--- src/hdl/assert_macros.svh ---
// Assertion macros shared by the converter RTL
`ifndef ASSERT_MACROS_SVH
`define ASSERT_MACROS_SVH

// Check a property on every clock edge outside reset
`define ASSERT_CLK(label, clk, rst_n, prop, msg) \
    label: assert property (@(posedge clk) disable iff (!rst_n) (prop)) else $error(msg);

// Check a property on every clock edge, reset included
`define ASSERT_ALWAYS(label, clk, prop, msg) \
    label: assert property (@(posedge clk) (prop)) else $error(msg);

`endif

--- src/hdl/hr8c_pkg.sv ---
// Types and constants for the hex real to binary64 converter
package hr8c_pkg;
    localparam int unsigned WORD_W     = 64;
    localparam int unsigned FRAC_W     = 56;
    localparam int unsigned LZ_W       = 6;
    localparam int unsigned BEXP_W     = 11;
    localparam int unsigned HEXP_W     = 7;
    localparam int unsigned MANT_W     = 52;
    localparam logic [12:0] IEEE_BIAS_M1 = 13'd1022;   // 1023 - 1
    localparam logic [12:0] HEX_BIAS_X4  = 13'd256;    // 4 * 64

    typedef logic [WORD_W-1:0] t_word;
    typedef logic [FRAC_W-1:0] t_frac;

    // Stage 1 to stage 2 payload
    typedef struct packed {
        logic              sign;
        logic              zero;
        logic [HEXP_W-1:0] hexp;
        logic [LZ_W-1:0]   lz;
        t_frac             frac;
    } t_s1;

    // Stage 2 to stage 3 payload
    typedef struct packed {
        logic              sign;
        logic              zero;
        logic [BEXP_W-1:0] bexp;
        t_frac             norm;
    } t_s2;
endpackage

--- src/hdl/hr8c_lzc.sv ---
// Stage 1: split the word and count leading zeros of the fraction
module hr8c_lzc (
    input  logic          i_clk,
    input  logic          i_en,
    input  hr8c_pkg::t_word i_word,
    output hr8c_pkg::t_s1 o_s1
);
    import hr8c_pkg::*;

    t_s1         n_s1;
    logic [LZ_W-1:0] w_lz;
    t_frac       w_frac;

    // Priority search from the top fraction bit
    always_comb begin
        w_frac = i_word[FRAC_W-1:0];
        w_lz   = LZ_W'(FRAC_W - 1);
        for (int k = 0; k < FRAC_W; k++) begin
            if (w_frac[k]) begin
                w_lz = LZ_W'(FRAC_W - 1 - k);
            end
        end
        n_s1.sign = i_word[WORD_W-1];
        n_s1.hexp = i_word[WORD_W-2:FRAC_W];
        n_s1.zero = (w_frac == '0);
        n_s1.lz   = w_lz;
        n_s1.frac = w_frac;
    end

    // Advance when the pipe moves
    always_ff @(posedge i_clk) begin
        if (i_en) begin
            o_s1 <= n_s1;
        end
    end
endmodule

--- src/hdl/hr8c_norm.sv ---
// Stage 2: shift the fraction up and rebias the exponent
module hr8c_norm (
    input  logic          i_clk,
    input  logic          i_en,
    input  hr8c_pkg::t_s1 i_s1,
    output hr8c_pkg::t_s2 o_s2
);
    import hr8c_pkg::*;

    t_s2         n_s2;
    logic [12:0] w_exp;

    // 4*hexp - 256 - 1 - lz + 1023
    always_comb begin
        w_exp = {4'd0, i_s1.hexp, 2'b00} + IEEE_BIAS_M1 - HEX_BIAS_X4
              - {7'd0, i_s1.lz};
        n_s2.sign = i_s1.sign;
        n_s2.zero = i_s1.zero;
        n_s2.bexp = w_exp[BEXP_W-1:0];
        n_s2.norm = i_s1.frac << i_s1.lz;
    end

    always_ff @(posedge i_clk) begin
        if (i_en) begin
            o_s2 <= n_s2;
        end
    end
endmodule

--- src/hdl/hr8c_round.sv ---
// Stage 3: round to 52 bits, nearest even, and pack the result
module hr8c_round (
    input  logic            i_clk,
    input  logic            i_en,
    input  hr8c_pkg::t_s2   i_s2,
    output hr8c_pkg::t_word o_word
);
    import hr8c_pkg::*;

    t_word       n_word;
    logic [52:0] w_keep;
    logic [53:0] w_sum;
    logic [2:0]  w_rem;
    logic        w_up;
    logic [BEXP_W-1:0] w_exp;

    always_comb begin
        // Keep the leading one so a rounding carry shows up in the top bit
        w_keep = i_s2.norm[FRAC_W-1:3];
        w_rem  = i_s2.norm[2:0];
        w_up   = (w_rem > 3'd4) || ((w_rem == 3'd4) && w_keep[0]);
        w_sum  = {1'b0, w_keep} + {53'd0, w_up};
        w_exp  = i_s2.bexp;
        // Carry out of the rounding bumps the exponent; fraction becomes zero
        if (w_sum[53]) begin
            w_exp  = i_s2.bexp + BEXP_W'(1);
        end
        if (i_s2.zero) begin
            n_word = {i_s2.sign, 63'd0};
        end else begin
            n_word = {i_s2.sign, w_exp, w_sum[53] ? w_sum[MANT_W:1] : w_sum[MANT_W-1:0]};
        end
    end

    always_ff @(posedge i_clk) begin
        if (i_en) begin
            o_word <= n_word;
        end
    end
endmodule

--- src/hdl/hex_real8_to_ieee_double_core.sv ---
// Top level: three-stage hex real to IEEE binary64 converter
//
// Converts one 8-byte base-16 real word per transaction to a binary64
// bit pattern. Input channel: i_valid / o_ready with i_hex_real_word.
// Output channel: o_valid / i_ready with o_ieee_double_word.
// Path: an accepted word passes the stage 1, stage 2 and stage 3
// registers in turn, and o_valid rises once stage 3 holds it.
// Throughput: one transaction per cycle while the receiver keeps i_ready
// high; stage depth is set by the leading-zero search, the 56-bit
// normalizing shift and the 53-bit rounding increment, one per stage.
// Each stage carries its own valid bit. A stage loads whenever it is
// empty or the stage after it loads, so a stalled receiver holds the
// pipe full and no transaction is dropped or repeated; o_ready falls
// only once all three stages hold data and the receiver is stalled.
// Reset clears all valid bits; payload registers are not reset.
module hex_real8_to_ieee_double_core (
    input  logic        i_clk,
    input  logic        i_rst_n,
    input  logic        i_valid,
    output logic        o_ready,
    input  logic [63:0] i_hex_real_word,
    output logic        o_valid,
    input  logic        i_ready,
    output logic [63:0] o_ieee_double_word
);
    import hr8c_pkg::*;
    `include "assert_macros.svh"

    logic [2:0] r_vld;
    logic [2:0] n_vld;
    logic       w_en1, w_en2, w_en3;
    t_s1        w_s1;
    t_s2        w_s2;

    // Stage enables: load when empty or downstream moves
    assign w_en3   = !r_vld[2] || i_ready;
    assign w_en2   = !r_vld[1] || w_en3;
    assign w_en1   = !r_vld[0] || w_en2;
    assign o_ready = w_en1;
    assign o_valid = r_vld[2];

    always_comb begin
        n_vld = r_vld;
        if (w_en1) n_vld[0] = i_valid;
        if (w_en2) n_vld[1] = r_vld[0];
        if (w_en3) n_vld[2] = r_vld[1];
    end

    always_ff @(posedge i_clk) begin
        if (!i_rst_n) begin
            r_vld <= '0;
        end else begin
            r_vld <= n_vld;
        end
    end

    hr8c_lzc u_lzc (
        .i_clk  (i_clk),
        .i_en   (w_en1),
        .i_word (i_hex_real_word),
        .o_s1   (w_s1)
    );

    hr8c_norm u_norm (
        .i_clk (i_clk),
        .i_en  (w_en2),
        .i_s1  (w_s1),
        .o_s2  (w_s2)
    );

    hr8c_round u_round (
        .i_clk  (i_clk),
        .i_en   (w_en3),
        .i_s2   (w_s2),
        .o_word (o_ieee_double_word)
    );

    // A stalled output keeps its valid bit
    `ASSERT_CLK(a_hold_out, i_clk, i_rst_n, (o_valid && !i_ready) |=> o_valid, "output lost on stall")
    // Ready drops only when every stage is full
    `ASSERT_CLK(a_ready_full, i_clk, i_rst_n, !o_ready |-> (r_vld == 3'b111), "ready low with a bubble")
    // An accepted input reaches stage one
    `ASSERT_CLK(a_in_lands, i_clk, i_rst_n, (i_valid && o_ready) |=> r_vld[0], "input not captured")
endmodule
--- config.mk ---
export PLATFORM = sky130hd
export DESIGN_NAME = hex_real8_to_ieee_double_core
export DESIGN_NICKNAME = d
export VERILOG_FILES = /design/src/hdl/hr8c_pkg.sv /design/src/hdl/hr8c_lzc.sv /design/src/hdl/hr8c_norm.sv /design/src/hdl/hr8c_round.sv /design/src/hdl/hex_real8_to_ieee_double_core.sv
export VERILOG_INCLUDE_DIRS = /design/src /design/src/hdl
export SDC_FILE = /design/constraint.sdc
export NUM_CORES = 1
export LEC_CHECK = 0
export BUFFER_PORTS_ARGS = -buffer_cell sky130_fd_sc_hd__buf_2
export CAP_MARGIN = 20
export CORE_MARGIN = 3
export CORE_UTILIZATION = 55
export DETAILED_ROUTE_END_ITERATION = 7
export GPL_TIMING_DRIVEN = 0
export PLACE_DENSITY = 0.78
export REMOVE_ABC_BUFFERS = 1
export SYNTH_ARGS = -nofsm -noshare
export SYNTH_HDL_FRONTEND = slang
export SYNTH_HIERARCHICAL = 1
export SYNTH_SLANG_ARGS = --single-unit
--- constraint.sdc ---
create_clock -name i_clk -period 2.8 [get_ports i_clk]
set_input_delay 0.14 -clock i_clk [delete_from_list [all_inputs] [get_ports i_clk]]
set_output_delay 0.14 -clock i_clk [all_outputs]
set_load 0.05 [all_outputs]
# == Word level (Yosys, flattened, before mapping) ==
# Cells that the tools add are included.
# totals
regBits,207
inputBits,68
out_inout_bits,66
elab_cells,97
# op_classes
addsub,5
magnitude_cmp,1
eq_ne,1
n_shift,1
muxes,56
n_reduce_logical,14
# ops
op,count
5-bit two-way mux,32
56-bit logical NOT,1
56-bit by 6-bit left shift with 56-bit output,1
53-bit by 1-bit adder with 54-bit output,1
52-bit two-way mux,1
4-bit two-way mux,8
32-bit OR reduction,1
3-bit two-way mux,8
16-bit OR reduction,1
11-bit by 1-bit adder with 11-bit output (second input constant),1
9-bit by 10-bit adder with 11-bit output (second input constant),1
11-bit two-way mux,1
11-bit by 6-bit subtractor with 11-bit output,1
11-bit by 9-bit subtractor with 11-bit output (second input constant),1
2-bit two-way mux,4
8-bit OR reduction,1
1-bit logical OR,4
4-bit OR reduction,1
3-bit == test (second input constant),1
3-bit greater-than comparator (second input constant),1
1-bit logical NOT,3
1-bit two-way mux,2
2-bit OR reduction,1
1-bit logical AND,1

# == Depth between registers and ports, before layout ==
# Gate-level depths: netlist of run 1.
# depth
depth_word,54
depth_mapped,12
mapped_depth_nobuf,9

# == Modules after synthesis ==
# Netlist of run 1, hierarchy kept.
# by_module_without_submodules
mod,instances,cells_per_inst,area_each_um2,seq_area_each_um2
hr8c_norm,1,650,6934.2,2072.0
hr8c_round,1,351,3638.5,1921.8
hr8c_lzc,1,190,2793.9,2132.0
hex_real8_to_ieee_double_core,1,12,122.6,60.1

# == Worst setup path before layout of run 1 ==
# No wires, ideal clock.
# synth_timing
kind,reg2reg
start,reg u_lzc/o_s1[56] (netlist name)
end,reg u_norm/o_s2[63] (netlist name) (data pin)
setup_time_ns,0.207
t_arrival_ns,2.726
t_required_ns,2.593
path_slack_ns,-0.134
stages_incl_launch_ff,13
path_buffers,3
synth_period_minus_slack_ns,2.934
path_cell_list,edfxtp_1 > buf_4 > clkinv_1 > buf_1 > clkbuf_1 > ha_1 > inv_1 > fa_1 > nor2b_1 > o21a_1 > o21ai_0 > nor4b_1 > a2111oi_0
# synth_rtl
element,line_no,text
from (decl),hr8c_lzc.sv:6,output hr8c_pkg::t_s1 o_s1
from (signal assigned),hr8c_lzc.sv:33,o_s1 <= n_s1;
to (signal assigned),hr8c_norm.sv:25,o_s2 <= n_s2;
to (decl),hr8c_norm.sv:6,output hr8c_pkg::t_s2 o_s2

# == Final worst setup path of run 1 ==
# layout_timing
start,reg u_norm/o_s2[18] (netlist name)
end,reg u_round.o_word[62] (data pin)
# layout_via
elab_chain_cells,2
# layout_rtl
element,line_no,text
53-bit by 1-bit adder with 54-bit output,hr8c_round.sv:22,"w_sum = {1'b0, w_keep} + {53'd0, w_up};"
11-bit two-way mux,hr8c_round.sv:25,if (w_sum[53]) begin
to (signal assigned),hr8c_round.sv:37,o_word <= n_word;
to (decl),hr8c_round.sv:6,output hr8c_pkg::t_word o_word
# No other way between the ends.
# A chain may end at the register's enable or synchronous reset.

==> results of run 1 <==
flip-flops by register name (all words and copies together) (netlist names):
signal / flops
r_vld: 3
u_lzc/o_s1: 71
u_round/o_word: 64
u_norm/o_s2: 69
per-stage QoR:
| step | instances | setup TNS [ps] | cell area (sq um) | hold slack [ps] |
|---|---|---|---|---|
| after floorplan | 1135 | -126450 | 13200 | 239 |
| after global placement | 1587 | -231400 | 14200 | 316 |
| after detailed placement | 1609 | -52420 | 14700 | 319 |
| after CTS | 1747 | 0 | 16500 | 72.2 |
| after global routing | 1758 | -177 | 16700 | 95.3 |
| final | 1758 | -26.2 | 16700 | 86.0 |
placed cells by master (no fill, tap or decap), drive strengths merged, types with 5 or more instances in the layout:
master / instances
a32oi: 5
buf: 193
o21a: 10
edfxtp: 204
nor2b: 9
nor3: 33
and2: 7
nand4: 28
o31ai: 6
or4: 11
inv: 46
ha: 12
mux2: 36
nand2: 88
clkbuf: 28
nand2b: 8
or3: 10
and3: 9
o22ai: 25
mux2i: 45
a31oi: 8
mux4: 68
xnor2: 29
nor2: 134
o211ai: 6
o21ai: 51
clkinv: 8
xor2: 27
a211o: 5
nand3: 34
a21oi: 71
a22oi: 10
a211oi: 6
o221ai: 7
dlygate4sd3: 67
bufinv: 5
nor4: 20
timing repair:
| item | in CTS | in global routing |
|---|---|---|
| setup endpoints to repair | 114 | 39 |
| gates cloned | 2 | 3 |
| setup buffers | 32 | 8 |
| hold endpoints to repair | 69 | 0 |
| pin swaps | 5 | 6 |
| hold buffers | 67 | 0 |
| gates resized for setup | 25 | 14 |
report_power, final:
group	switching, mW	total, mW	internal, mW	leakage [nW]
Sequential	0.259	4.05	3.79	2.20
Combinational	1.37	2.19	0.817	3.69
Clock	1.17	3.13	1.95	0.383
Total	2.80	9.36	6.56	6.27
per-layer routing:
layer  vias up  GRT usage  wire [microns]
met1      5494      0.408           16400
li1       5133          -               -
met3       125     0.0483            3380
met4         0      0.135            2040
met5         -          0               0
met2       697      0.532           20600
worst register-to-register path, stage by stage (launching register included):
cell and delay (ps):
edfxtp_1 440, nand4_1 270, nor3_2 390, nand4_2 240, or4_4 610, nor4_4 300
mux2_1 340
worst paths after layout:
path                                       from  depth (start not counted)  slack (ps)                                to
hold / removal                          i_ready                          3          90             r_vld[2]$_SDFFE_PN0P_
setup reg to reg  u_norm/o_s2[18]$_SDFFCE_PP0P_                          6         -30  u_round/o_word[62]$_SDFFCE_PP0P_
hold reg to reg        u_lzc/o_s1[70]$_DFFE_PP_                          0         420         u_norm/o_s2[68]$_DFFE_PP_
setup / recovery  u_norm/o_s2[18]$_SDFFCE_PP0P_                          6         -30  u_round/o_word[62]$_SDFFCE_PP0P_
logic make-up after synthesis:
group / after synthesis
buf+inv: 116
fa+ha+maj: 13
mux: 149
compound gates: 253
flops: 207
xor+xnor: 56
simple gates: 409
final cells by class:
type                    count  area (sq um)  area share
clock buffers              26           587      0.0351
multi-input cells         883          6970       0.417
inverters                  48           186      0.0112
repair buffers            263          2190       0.131
flip-flops and latches    207          6190       0.370
clock inverters            12           188      0.0112
well taps                 319           399      0.0239
==> results.toml, run 1 <==
[synthesis]
synthAdderAreaFrac = 0.0126
synth-simple-area-share = 0.154
synth_most_common_cell = "edfxtp_1"
yosysWarningCount = 6
synth.top_cell.area_share = 0.454
synth-main-ff-cell = "edfxtp_1"
yosys.area.top_type = "edfxtp_1"
synth.distinct_cells = 86
synth_top_family_by_area = "multiplexers"
yosys-top-cells-count = "204 x edfxtp_1, 134 x nor2_1, 88 x nand2_1"
ys_ff_latch = 207
synth-xor-area-share = 0.0364
ys_seq_area_frac = 0.459
synth_compound_area_frac = 0.121
avgSynthCellArea_sq_um = 11.2
synth_edf_count = 204
postSynthCellCount = 1203
async_flop_share = 0
synth.area.top_cells = "edfxtp_1 45%, mux4_2 11%, nor2_1 3.7%"
synthesis.area_sq_um = 13500
synth.area.mux_share = 0.179

[worst_setup_path]
startpoint_type = "register"
path_cells = "nand4_1, nor3_2, nand4_2, or4_4, nor4_4, mux2_1"
crit_required_ps = 3060
worstSetupEndpointType = "register"
critPathSlowestCell = "or4_4"
crit_type = "reg2reg"
worstPathMaxFanout = 5
critPathMaxStageDelay_ps = 600
critPathTopFamily = "simple AND/OR/NAND/NOR gates"
crit_arrival_ps = 3090
cp_num_buf_inv = 0

[layout]
fillCellCount = 1627
drive_above_1_share = 0.270
areaGrowthSynthToFinish_pct = 23.9
final_util = 0.704
diodes = 0
layout.nets = 1506

[sta]
finalHoldViolations = 0
period_share = 1.01
slew_viol_final = 0
period_minus_slack_ps = 2830
finClkSkew_ps = 11.2
tightest_slew_ps = 880
rsz0062_at_grt = "yes"
fin_ws_ps = -26.2
fmax_mhz = 354
setup_viol = 1
max-slew-margin-rel = 0.409

[floorplan]
die_x_microns = 163
std_cell_rows = 56
io_pins = 134
dieArea_sq_um = 26400
die_h_microns = 163
initial_core_util = 0.568
coreArea_sq_um = 23800

[global_routing]
grt_pass1_wl_microns = 64400
first_global_vias = 11000
grt_max_degree = 53
grt_overflow = 0
grt_use_total = 0.315
grt_antenna_before_repair = 0

[run]
drv_cap = 0

[route]
vias = 11400
remaining_drc_errors = 0
wire_per_inst_microns = 24.2
drt_iter0_drc = 1278
drtAntennaViolNets = 0
wirelength_microns = 42500
drt_first_pass_iters = 6
viasPerCell = 6.51

[hold_path]
min_path_type = "in2reg"

[pwr]
p_leak_nw = 6.27
ir_drop_mv = 0.499
power_mw = 9.36
power.density_nw_per_um2 = 560

[clocking]
clock_latency_ps = 520
root_buffer = "clkbuf_16"
cts-htree-levels = 1
cts.clk_slew.worst_paths_ps = 60
cts_tree = "done"
clockBufferDepth = 3
cts.sinks = 207
numCtsBuffers = 22

[status]
violations = "negative setup slack"
outcome = "finished with violations"

[placement]
dp_hpwl_microns = 28700
pre_cts_ws_ps = -798
port_buffers = 133
place.gp.congestion = 1.00
No activity file was read; power rests on OpenSTA's default activity.
==> run 2, diff against run 1 <==
--- a/config.mk
+++ b/config.mk
@@ -6,6 +6,7 @@
 export SDC_FILE = /design/constraint.sdc
 export NUM_CORES = 1
 export LEC_CHECK = 0
+export ABC_CLOCK_PERIOD_IN_PS = 2800
 export BUFFER_PORTS_ARGS = -buffer_cell sky130_fd_sc_hd__buf_2
 export CAP_MARGIN = 20
 export CORE_MARGIN = 3
@@ -13,6 +14,7 @@
 export DETAILED_ROUTE_END_ITERATION = 7
 export GPL_TIMING_DRIVEN = 0
 export PLACE_DENSITY = 0.78
+export RECOVER_POWER = 100
 export REMOVE_ABC_BUFFERS = 1
 export SYNTH_ARGS = -nofsm -noshare
 export SYNTH_HDL_FRONTEND = slang
==> run 2 against run 1 <==
Net effect: the run still ends with negative setup slack left; largest cell class unchanged; critical endpoint is now u_norm/o_s2[55]$_DFFE_PP_; sequential share of layout area up 0.53 points; via count grew 0.34%; routed wire length about the same; setup slack gained 7.3 ps.
==> results.toml, run 2 (synthesis results as in run 1) <==
[layout]
drive_above_1_share = 0.175
final_cell_mix = "204 x edfxtp_1, 131 x nor2_1, 127 x clkbuf_1"
largestRegisters = "u_lzc/o_s1 (71), u_norm/o_s2 (69), u_round/o_word (64)"
layout.nets = 1506
final_common_cell = "edfxtp_1"
areaGrowthSynthToFinish_pct = 22.2
diodes = 0
multi_input_area_sq_um = 6940
final_area_sq_um = 16500
fillCellCount = 1737
area.sequential_sq_um = 6190
largest_register_ffs = 71
top_register = "u_lzc/o_s1"

[placement]
dp_hpwl_microns = 28700
port_buffers = 133
place.gp.congestion = 1.00
postPlaceCellArea_sq_um = 14700

[hold_path]
min_path_type = "in2reg"
min-delay-start = "i_ready"

[floorplan]
dieArea_sq_um = 26400
std_cell_rows = 56
initial_core_util = 0.568
die_h_microns = 163
io_pins = 134
coreArea_sq_um = 23800
die_x_microns = 163

[pwr]
switching_power_mw = 2.81
p_sw_frac = 0.302
ir_drop_mv = 0.501
p_leak_nw = 5.90
power_frac_seq = 0.436
p_int_mw = 6.50
power_mw = 9.31
combPwrFrac = 0.228
power.density_nw_per_um2 = 565
clkPwrFrac = 0.336

[worst_setup_path]
crit_arrival_ps = 3060
r2r_cells = 7
crit_required_ps = 3040
crit_type = "reg2reg"
crit_path_end = "u_norm/o_s2[55]$_DFFE_PP_"
startpoint_type = "register"
startpoint = "u_lzc/o_s1[57]$_SDFFCE_PP0P_"
r2r_start = "u_lzc/o_s1[57]$_SDFFCE_PP0P_"
r2r_slack_ps = -20
worstReg2RegEnd = "u_norm/o_s2[55]$_DFFE_PP_"
worstSetupEndpointType = "register"
worstPathMaxFanout = 9

[sta]
slew_viol_final = 0
fmax_mhz = 355
rsz0062_at_grt = "yes"
finalHoldViolations = 0
setup_viol = 3
period_minus_slack_ps = 2820
period_share = 1.01
max-slew-margin-rel = 0.212
finClkSkew_ps = 9.81
tightest_slew_ps = 1180
fin_ws_ps = -18.8

[clocking]
numCtsBuffers = 22
cts.clk_slew.worst_paths_ps = 60
clock_latency_ps = 520
root_buffer = "clkbuf_16"
cts.sinks = 207
cts_tree = "done"
clockBufferDepth = 3
cts-htree-levels = 1

[route]
drtAntennaViolNets = 0
remaining_drc_errors = 0
wirelength_microns = 42400
viasPerCell = 6.53
drt_iter0_drc = 1216
drt_first_pass_iters = 6
vias = 11500
wire_per_inst_microns = 24.1

[status]
violations = "negative setup slack"
outcome = "finished with violations"

[global_routing]
grt_use_total = 0.315
first_global_vias = 11000
grt_pass1_wl_microns = 64400
grt_max_degree = 53
grt_antenna_before_repair = 0
grt_overflow = 0

[run]
drv_cap = 0
run 2: cell count changes in the layout (fill, tap and decap cells not counted), sizes merged:
cell	delta
buf	-128
clkbuf	+128
run 2: how the worst min path moves through the flow:
stage	slack, ps	end	depth (start not counted)
floorplan	240	u_lzc/o_s1[0]$_DFFE_PP_	0
global placement	320	u_lzc/o_s1[70]$_DFFE_PP_	1
detailed placement	320	u_lzc/o_s1[66]$_DFFE_PP_	1
CTS	70	r_vld[2]$_SDFFE_PN0P_	3
global route	80	r_vld[2]$_SDFFE_PN0P_	3
finish	80	r_vld[2]$_SDFFE_PN0P_	3
run 2: power by group through the flow:
stage / registers, mW / logic [mW] / clock network, mW
finish: 4.06 / 2.13 / 3.13
global route: 4.09 / 2.25 / 3.30
CTS: 4.04 / 2.11 / 3.16
detailed placement: 4.12 / 1.95 / 0
global placement: 4.16 / 1.84 / 0
floorplan: 4.58 / 0.851 / 0
run 2: timing repair:
action,in CTS,in global routing
resized for setup,25,14
pin swaps,5,6
hold buffers,67,0
endpoints found under the hold margin,69,0
setup endpoints to repair,114,39
buffers inserted,32,8
cloned,2,3
run 2: metal layers:
metal,wire length (microns),track usage,vias up,part of all wire
met1,16400,0.408,5496,0.39
met5,0,0,-,0
met4,2220,0.135,0,0.052
met2,20400,0.532,720,0.48
met3,3490,0.0483,143,0.082
li1,-,-,5129,-
run 2: per-stage QoR:
stage / std cells / hold WS [ps] / worst slack, ps / TNS [ps] / util
after floorplan: 1135 / 239 / -2660 / -126450 / -
after global placement: 1587 / 316 / -3860 / -231400 / 0.598
after detailed placement: 1609 / 319 / -798 / -52420 / 0.620
after CTS: 1747 / 72.2 / 12.6 / 0 / 0.697
after global routing: 1758 / 84.0 / -76.5 / -554 / 0.694
final: 1758 / 75.3 / -18.8 / -45.8 / 0.694
run 2: worst max-delay path, cell delays in order (launching register included):
cell,delay [ps]
edfxtp_1,400
clkbuf_16,180
buf_16,150
buf_16,130
mux4_2,500
mux2i_1,440
o22ai_2,160
or4_4,570
run 2: final cells by class:
cell class | count | share of cell area
flip-flops and latches | 207 | 0.375
clock buffers | 26 | 0.0356
repair buffers | 263 | 0.121
clock inverters | 12 | 0.0114
inverters | 48 | 0.0113
well taps | 319 | 0.0242
multi-input cells | 883 | 0.421
